## config.mk

```make
export PLATFORM = sky130hd
export DESIGN_NAME = binary_to_ascii_decimal_unit
export DESIGN_NICKNAME = d
export VERILOG_FILES = /design/src/design/btad_pkg.sv /design/src/design/btad_convert.sv /design/src/design/btad_serializer.sv /design/src/design/binary_to_ascii_decimal_unit.sv
export SDC_FILE = /design/constraint.sdc
export NUM_CORES = 1
export LEC_CHECK = 0
export ABC_AREA = 1
export BUFFER_PORTS_ARGS = -buffer_cell sky130_fd_sc_hd__buf_2
export CAP_MARGIN = 40
export CORE_MARGIN = 4
export CORE_UTILIZATION = 25
export CTS_CLUSTER_DIAMETER = 150
export CTS_CLUSTER_SIZE = 14
export DETAILED_ROUTE_END_ITERATION = 16
export PLACE_DENSITY = 0.49
export SLEW_MARGIN = 10
export SYNTH_ARGS = -nofsm -noshare
export SYNTH_HDL_FRONTEND = slang
export SYNTH_SLANG_ARGS = --single-unit
```

## constraint.sdc

```tcl
create_clock -name clk -period 10.3 [get_ports clk]
set_input_delay 3.09 -clock clk [delete_from_list [all_inputs] [get_ports clk]]
set_output_delay 3.09 -clock clk [all_outputs]
set_load 0.1 [all_outputs]
```

## src/design/btad_pkg.sv

```systemverilog
// shared constants and the double-dabble step for the binary to ascii decimal unit
package btad_pkg;

	localparam int NUM_BITS       = 32;
	localparam int MAX_DIGITS     = 10;
	localparam int COUNT_W        = 4;
	localparam int CHAR_W         = 6;
	localparam int NUM_STAGES     = 4;
	localparam int BITS_PER_STAGE = NUM_BITS / NUM_STAGES;
	localparam int BCD_W          = 4 * MAX_DIGITS;
	localparam int DIGIT_IDX_W    = $clog2(MAX_DIGITS);

	localparam logic [CHAR_W-1:0]  ASCII_ZERO   = CHAR_W'(48);
	localparam logic [COUNT_W-1:0] COUNT_LIMIT  = COUNT_W'(MAX_DIGITS);

	// shift a slice of binary bits into the bcd accumulator, msb first
	function automatic logic [BCD_W-1:0] dabble(input logic [BCD_W-1:0] bcd_in,
		input logic [BITS_PER_STAGE-1:0] bits);
		logic [BCD_W-1:0] b;
		b = bcd_in;
		for (int i = 0; i < BITS_PER_STAGE; i++) begin
			for (int j = 0; j < MAX_DIGITS; j++) begin
				if (b[j*4 +: 4] >= 4'd5) begin
					b[j*4 +: 4] = b[j*4 +: 4] + 4'd3;
				end
			end
			b = {b[BCD_W-2:0], bits[BITS_PER_STAGE-1-i]};
		end
		return b;
	endfunction

endpackage

```

## src/design/btad_convert.sv

```systemverilog
// four-stage double-dabble pipeline from 32-bit binary to ten bcd digits
module btad_convert (
	input  logic                                clk,
	input  logic                                arst_n,
	input  logic                                in_valid,
	output logic                                in_stall,
	input  logic [btad_pkg::NUM_BITS-1:0]       number,
	input  logic [btad_pkg::COUNT_W-1:0]        digit_count,
	output logic                                out_valid,
	input  logic                                out_stall,
	output logic [btad_pkg::BCD_W-1:0]          bcd,
	output logic [btad_pkg::COUNT_W-1:0]        count
);

	localparam int BPS    = btad_pkg::BITS_PER_STAGE;
	localparam int REM1_W = btad_pkg::NUM_BITS - BPS;
	localparam int REM2_W = REM1_W - BPS;
	localparam int REM3_W = REM2_W - BPS;

	logic                          v_s1, v_s2, v_s3, v_s4;
	logic                          adv_s1, adv_s2, adv_s3, adv_s4;
	logic [btad_pkg::BCD_W-1:0]    bcd_s1, bcd_s2, bcd_s3, bcd_s4;
	logic [REM1_W-1:0]             rem_s1;
	logic [REM2_W-1:0]             rem_s2;
	logic [REM3_W-1:0]             rem_s3;
	logic [btad_pkg::COUNT_W-1:0]  cnt_s1, cnt_s2, cnt_s3, cnt_s4;
	logic [btad_pkg::COUNT_W-1:0]  cnt_sat;

	// a stage moves when it is empty or the next one moves
	assign adv_s4   = !v_s4 || !out_stall;
	assign adv_s3   = !v_s3 || adv_s4;
	assign adv_s2   = !v_s2 || adv_s3;
	assign adv_s1   = !v_s1 || adv_s2;
	assign in_stall = !adv_s1;

	assign cnt_sat = (digit_count > btad_pkg::COUNT_LIMIT) ? btad_pkg::COUNT_LIMIT : digit_count;

	always_ff @(posedge clk or negedge arst_n) begin
		if (!arst_n) begin
			v_s1 <= 1'b0;
			v_s2 <= 1'b0;
			v_s3 <= 1'b0;
			v_s4 <= 1'b0;
		end else begin
			if (adv_s1) v_s1 <= in_valid;
			if (adv_s2) v_s2 <= v_s1;
			if (adv_s3) v_s3 <= v_s2;
			if (adv_s4) v_s4 <= v_s3;
		end
	end

	always_ff @(posedge clk) begin
		if (adv_s1) begin
			bcd_s1 <= btad_pkg::dabble('0, number[btad_pkg::NUM_BITS-1 -: BPS]);
			rem_s1 <= number[REM1_W-1:0];
			cnt_s1 <= cnt_sat;
		end
		if (adv_s2) begin
			bcd_s2 <= btad_pkg::dabble(bcd_s1, rem_s1[REM1_W-1 -: BPS]);
			rem_s2 <= rem_s1[REM2_W-1:0];
			cnt_s2 <= cnt_s1;
		end
		if (adv_s3) begin
			bcd_s3 <= btad_pkg::dabble(bcd_s2, rem_s2[REM2_W-1 -: BPS]);
			rem_s3 <= rem_s2[REM3_W-1:0];
			cnt_s3 <= cnt_s2;
		end
		if (adv_s4) begin
			bcd_s4 <= btad_pkg::dabble(bcd_s3, rem_s3[REM3_W-1 -: BPS]);
			cnt_s4 <= cnt_s3;
		end
	end

	assign out_valid = v_s4;
	assign bcd       = bcd_s4;
	assign count     = cnt_s4;

endmodule

```

## src/design/btad_serializer.sv

```systemverilog
// emits the low digits of a bcd word as ascii characters, most significant first
module btad_serializer (
	input  logic                               clk,
	input  logic                               arst_n,
	input  logic                               in_valid,
	output logic                               in_stall,
	input  logic [btad_pkg::BCD_W-1:0]         bcd,
	input  logic [btad_pkg::COUNT_W-1:0]       count,
	output logic                               out_valid,
	input  logic                               out_stall,
	output logic [btad_pkg::CHAR_W-1:0]        ascii_char,
	output logic                               last
);

	logic [btad_pkg::BCD_W-1:0]       bcd_q;
	logic [btad_pkg::COUNT_W-1:0]     cnt_q;
	logic [btad_pkg::COUNT_W-1:0]     idx;
	logic [3:0]                       digit;
	logic                             load;

	// take a new word when idle or when the final digit leaves this cycle
	assign load     = (cnt_q == '0) || ((cnt_q == btad_pkg::COUNT_W'(1)) && !out_stall);
	assign in_stall = !load;

	assign idx = cnt_q - btad_pkg::COUNT_W'(1);

	always_comb begin
		digit = '0;
		for (int j = 0; j < btad_pkg::MAX_DIGITS; j++) begin
			if (idx == btad_pkg::COUNT_W'(j)) begin
				digit = bcd_q[j*4 +: 4];
			end
		end
	end

	always_ff @(posedge clk or negedge arst_n) begin
		if (!arst_n) begin
			cnt_q <= '0;
		end else if (load) begin
			cnt_q <= in_valid ? count : '0;
		end else if (!out_stall) begin
			cnt_q <= idx;
		end
	end

	always_ff @(posedge clk) begin
		if (load && in_valid) begin
			bcd_q <= bcd;
		end
	end

	assign out_valid  = (cnt_q != '0);
	assign ascii_char = btad_pkg::ASCII_ZERO + {2'b00, digit};
	assign last       = (cnt_q == btad_pkg::COUNT_W'(1));

endmodule

```

## src/design/binary_to_ascii_decimal_unit.sv

```systemverilog
// top level: prints a 32-bit unsigned number as a run of ascii decimal characters
//
//  channel | ports                                   | direction
//  --------+-----------------------------------------+----------
//  input   | in_valid, in_stall, number, digit_count | into block
//  output  | out_valid, out_stall, ascii_char, last  | out of block
//
// each input transaction yields min(digit_count, 10) output transactions;
// a count of zero yields none
// the path from input to first character runs through four double-dabble
// stages of eight bits each, then the character register
// sustained throughput is set by the single character output; the pipeline
// keeps converting the next items meanwhile
// arst_n clears every valid bit and the character counter; data registers keep garbage
// a stall on the output backs up stage by stage and nothing is lost or repeated
module binary_to_ascii_decimal_unit (
	input  logic                               clk,
	input  logic                               arst_n,
	input  logic                               in_valid,
	output logic                               in_stall,
	input  logic [btad_pkg::NUM_BITS-1:0]      number,
	input  logic [btad_pkg::COUNT_W-1:0]       digit_count,
	output logic                               out_valid,
	input  logic                               out_stall,
	output logic [btad_pkg::CHAR_W-1:0]        ascii_char,
	output logic                               last
);

	// converted transaction between the dabble pipeline and the serializer
	logic                              conv_valid;
	logic                              conv_stall;
	logic [btad_pkg::BCD_W-1:0]        conv_bcd;
	logic [btad_pkg::COUNT_W-1:0]      conv_count;

	// binary to bcd, count saturated to ten digits on entry
	btad_convert u_convert (
		.clk         (clk),
		.arst_n      (arst_n),
		.in_valid    (in_valid),
		.in_stall    (in_stall),
		.number      (number),
		.digit_count (digit_count),
		.out_valid   (conv_valid),
		.out_stall   (conv_stall),
		.bcd         (conv_bcd),
		.count       (conv_count)
	);

	// one digit per output transaction, last flag on the final one
	btad_serializer u_serializer (
		.clk        (clk),
		.arst_n     (arst_n),
		.in_valid   (conv_valid),
		.in_stall   (conv_stall),
		.bcd        (conv_bcd),
		.count      (conv_count),
		.out_valid  (out_valid),
		.out_stall  (out_stall),
		.ascii_char (ascii_char),
		.last       (last)
	);

endmodule

```

* Word-level counts from Yosys, hierarchy flattened
Cells that the tools add are included.
** Operators by class
- Add/subtract/negate cells :: 227
- Multipliers :: 0
- Div/mod/pow operators :: 0
- $lt $le $gt $ge :: 226
- Eq/ne operators :: 11
- Shifts and indexed selects :: 0
- Multiplexer cells :: 432
- Bitwise operators :: 0
- Reduce and logical (&&, ||, !) cells :: 16
** Operators by type and width (number)
- $mux W4 :: 399
- $ge A4 B3 Y1 const B :: 222
- $add A4 B2 Y4 const B :: 204
- $mux W3 :: 33
- $add A3 B2 Y3 const B :: 18
- $eq A4 B3 Y1 const B :: 4
- $add A3 B2 Y4 const B :: 2
- $eq A4 B1 Y1 const B :: 2
- $eq A4 B2 Y1 const B :: 2
- $eq A4 B4 Y1 const B :: 2
- $logic_not A4 Y1 :: 2
- $add A5 B5 Y6 const A :: 1
- $ge A3 B3 Y1 const B :: 2
- $logic_not A1 Y1 :: 6
- $logic_or A1 B1 Y1 :: 5
- $gt A4 B4 Y1 const B :: 1
- $reduce_bool A4 Y1 :: 1
- $sub A4 B1 Y4 const B :: 1
- $add A2 B2 Y3 const B :: 1
- $ge A2 B3 Y1 const B :: 1
- $logic_and A1 B1 Y1 :: 2
- $ne A2 B1 Y1 const B :: 1
** Storage, ports and cells
- Flip-flop bits (word level) :: 242
- Bits in latches :: 0
- Bits in writable memories :: 0
- ROM bits :: 0
- Input port bits :: 40
- Output and inout bits :: 9
- Logic and storage cells :: 929
- Memories kept :: 0

* Logic depth before layout (Yosys ltp)
- Depth in word-level cells :: 27
- Mapped depth :: 50
- Gate-level depth less buffers :: 50

* Cells and area by module
Synthesis repeated with hierarchy kept, for this count alone.
** Unflattened totals
- Cells, all modules :: 3316
- Area total of the unflattened synthesis :: 23179.7 um^2
** By module, submodules not included
- btad_convert :: times used 1, cells an instance 3087, area each 20986.4 um^2, sequential area each 5084.9 um^2
- btad_serializer :: times used 1, cells an instance 229, area each 2193.4 um^2, sequential area each 1301.2 um^2

* Worst setup path before layout
Ideal clock, no wire load.
- Path kind :: input to output
- From :: input port out_stall
- To :: output port in_stall
- Arrival time :: 7.091 ns
- Data required time :: 7.210 ns
- Path slack :: 0.119 ns
- Stages :: 10
- Buffers on the path :: 0
- Cells stage by stage :: nand2_1 -> inv_1 -> nor2_1 -> nor2_1 -> inv_1 -> nor2_1 -> inv_1 -> nor2_1 -> inv_1 -> nor2_1
** Between the ends
- Longest elaborated chain between the ends :: 8
** Ends and longest elaborated chain
- start, declared :: RTL line binary_to_ascii_decimal_unit.sv:24 : input logic out_stall,
- $logic_not A1 Y1 :: RTL line btad_serializer.sv:22 : assign load = (cnt_q == '0) || ((cnt_q == btad_pkg::COUNT_W'(1)) && !out_stall);
- $logic_and A1 B1 Y1 :: RTL line btad_serializer.sv:22
- $logic_or A1 B1 Y1 :: RTL line btad_serializer.sv:22
- $logic_or A1 B1 Y1 :: RTL line btad_convert.sv:30 : assign adv_s4 = !v_s4 || !out_stall;
- via u_convert.adv_s4 :: RTL line btad_convert.sv:21 : logic adv_s1, adv_s2, adv_s3, adv_s4;
- $logic_or A1 B1 Y1 :: RTL line btad_convert.sv:31 : assign adv_s3 = !v_s3 || adv_s4;
- via u_convert.adv_s3 :: RTL line btad_convert.sv:21
- $logic_or A1 B1 Y1 :: RTL line btad_convert.sv:32 : assign adv_s2 = !v_s2 || adv_s3;
- via u_convert.adv_s2 :: RTL line btad_convert.sv:21
- $logic_or A1 B1 Y1 :: RTL line btad_convert.sv:33 : assign adv_s1 = !v_s1 || adv_s2;
- $logic_not A1 Y1 :: RTL line btad_convert.sv:34 : assign in_stall = !adv_s1;
- end, declared :: RTL line binary_to_ascii_decimal_unit.sv:20 : output logic in_stall,
The timed path passes the listed nets, and every way through them passes these cells.

* Final worst setup path
Same ends and word-level chain as after synthesis.

==> out/results.txt <==
setup_tns = 0 ns
Distinct cells, synth = 54
clk sinks = 214
reg2reg setup slack = 4.14 ns
Fillers = 10119
final wirelength = 40500 um
post-CTS setup buffer count = 0
Worst Skew = 0.0285 ns
n_diodes = 0
PortBufs = 46
DRT Pass-1 Iters = 5
CTS root buffer = clkbuf_16
vias in the first global route = 17568
post-route setup slack = 2.22 ns
clk_lat worst skew = 0.54 ns
DR iter-0 viols = 571
RSZ-0062 raised after global routing = false
Peak Freq = 124 MHz
post-synthesis cell count = 3320
Reg clk slew, reported paths = 0.08 ns
Rel. slew slack = 56.5%
outcome = finished, final reports clean
H-tree lvl count = 1
#FFs+latches synth = 214
first-pass GRT wire length = 74200 um
Place WS = 2.20 ns
Yosys top cell area share = 26.6%
Inserted Clock Buffers = 20
endpoints failing hold = 0
EDFF count, synth = 206
Slew Limit Fails = 0
core footprint = 91900 sq um
overall routing resource usage = 8.27%
gr ovfl total = 0
post-CTS sizing = 0
ys flop type = edfxtp_1
Max clock buf depth = 3
DR WL/cell = 8.72 um
Synth Warn # = 0
gpl congestion = 0.741
Layout Nets = 3579
Std-Cell Rows = 111
Crit. End Element = output pin
register area share after synthesis = 27.5%
die width = 313 um
syn avg cell area = 7.00 sq um
CTS tree = yes
hold buffer count at CTS = 0
DP Wirelength = 33300 um
Startpoint Class = input pin
Area contributors post-synth = edfxtp_1 27%, nand2_1 16%, inv_1 9.3%, ha_1 8.0%, nand3_1 7.1%
Synth-to-Final Area Change = 10.3%
Post-synth ARST share = 3.74%
largest net degree at the start of global routing = 47
Die Span Y = 313 um
Synth Cell Area = 23200 sq um
critical setup path kind = input pin to output pin
Crit path required time = 7.21 ns
worst-path fanout max = 46
setup violators final = 0
via count = 19336
drt drc = 0
initial core utilization = 25.3%
vias per cell = 4.16
worst slew pin tran = 0.646 ns
Crit path arrival time = 4.99 ns
Tmin final = 8.08 ns
initial antenna violation count = 0
DIE AREA = 97900 sq um
period utilization = 78.5%
max cap viols = 0
worst hold path class = register to register
cell accounting for the most synthesized area = edfxtp_1
DRT antenna net count = 0
layout cells sized above 1 = 17.8%
io pins = 49
[cells in the mapped netlist, types with 11 or more instances]
cell type,count
nand2_1,1017
inv_1,573
nand3_1,330
nand2_2,233
edfxtp_1,206
ha_1,149
nand4_1,120
nand3_2,103
nor2_1,67
o21ai_0,60
o21ai_2,53
xor2_1,52
nand2_4,41
a21oi_1,39
o21ai_1,37
inv_2,33
and2_1,29
a21o_1,25
and2_4,17
nand3b_1,15
a31o_2,11
[sequential cells by signal, summed over array words and instances (netlist names), 8 cells and up]
signal and flops:
u_convert.bcd 40, u_convert.bcd_s1 10, u_convert.bcd_s2 21, u_convert.bcd_s3 31, u_convert.rem_s1 24, u_convert.rem_s2 16, u_convert.rem_s3 8, u_serializer.bcd_q 40
[critical path, cell delays in order]
cell and delay (ns):
buf_2 0.07, nand2_1 0.08, inv_1 0.16, nor2_1 0.08, nor2_1 0.10, inv_1 0.04, buf_4 0.29, nor2_1 0.16
clkinv_1 0.09, nor2_1 0.13, inv_2 0.05, nor2_1 0.17, buf_2 0.47
[layout make-up]
class,count,area [sq um],area share [%]
multi-input cells,2497,14500,56.8
flip-flops and latches,214,6390,24.9
inverters,606,2270,8.88
well taps,1243,1560,6.07
clock buffers,28,531,2.07
repair buffers,51,280,1.09
clock inverters,5,51.3,0.200
[per-layer routing]
| metal | part of all wire [%] | global-route usage [%] |
|---|---|---|
| met1 | 52 | 11.3 |
| met2 | 44 | 14.1 |
| met3 | 1.9 | 1.01 |
| met4 | 1.8 | 1.61 |
| met5 | 0 | 0 |
[cells in the final DEF, fill, tap and decap left out, types with 4 or more instances in the layout]
| cell | instances |
|---|---|
| dfrtp_1 | 8 |
| nand3_4 | 5 |
| and2_4 | 17 |
| nand3_1 | 330 |
| or2_2 | 4 |
| and2_2 | 4 |
| nand2_4 | 41 |
| nor2_1 | 67 |
| o211ai_1 | 5 |
| clkbuf_1 | 8 |
| o21a_1 | 4 |
| o21bai_1 | 8 |
| inv_2 | 35 |
| o21ai_2 | 53 |
| nand2_2 | 233 |
| a21o_1 | 25 |
| buf_4 | 4 |
| o21ai_0 | 60 |
| buf_2 | 46 |
| nand4_1 | 120 |
| a31o_2 | 11 |
| inv_1 | 570 |
| ha_1 | 149 |
| o22ai_1 | 9 |
| o21ai_1 | 37 |
| a21oi_1 | 39 |
| nand3b_1 | 15 |
| nand2_1 | 1017 |
| xor2_2 | 6 |
| nand3_2 | 103 |
| xnor2_2 | 6 |
| edfxtp_1 | 206 |
| xor2_1 | 52 |
| a211oi_1 | 5 |
| xnor2_1 | 6 |
| nor3_1 | 5 |
| and2_1 | 29 |
| a221oi_1 | 5 |
| clkbuf_16 | 20 |
[per-stage QoR]
step	cells	utilization [%]	hold WS [ns]	cell area, sq um
after floorplan	3321	-	0.400	23200
after global placement	4610	27.2	0.402	25000
after detailed placement	4611	27.2	0.405	25000
after CTS	4644	27.9	0.383	25600
after global routing	4644	27.9	0.384	25600
final	4644	27.9	0.386	25600
[final timing paths]
check | from | end | depth (start not counted)
max in group asynchronous | arst_n | u_serializer.cnt_q[1] | 1
hold / removal | u_convert.rem_s1[16] | u_convert.bcd_s2[0] | 0
setup reg to reg | u_convert.bcd_s3[28] | u_convert.bcd[38] | 41
min in group asynchronous | arst_n | u_convert.v_s2 | 1
setup / recovery | out_stall | in_stall | 13
hold reg to reg | u_convert.rem_s1[16] | u_convert.bcd_s2[0] | 0
[cell families after synthesis]
family	after synthesis	synth area share, %
compound gates	282	8.12
buf+inv	610	9.89
other cells	1	0.0161
xor+xnor	71	3.15
simple gates	1993	43.3
flops	214	27.5
fa+ha+maj	149	8.03
Power is not shown: default switching activity piles up to over one toggle a cycle in this logic, so the estimate is an artifact.
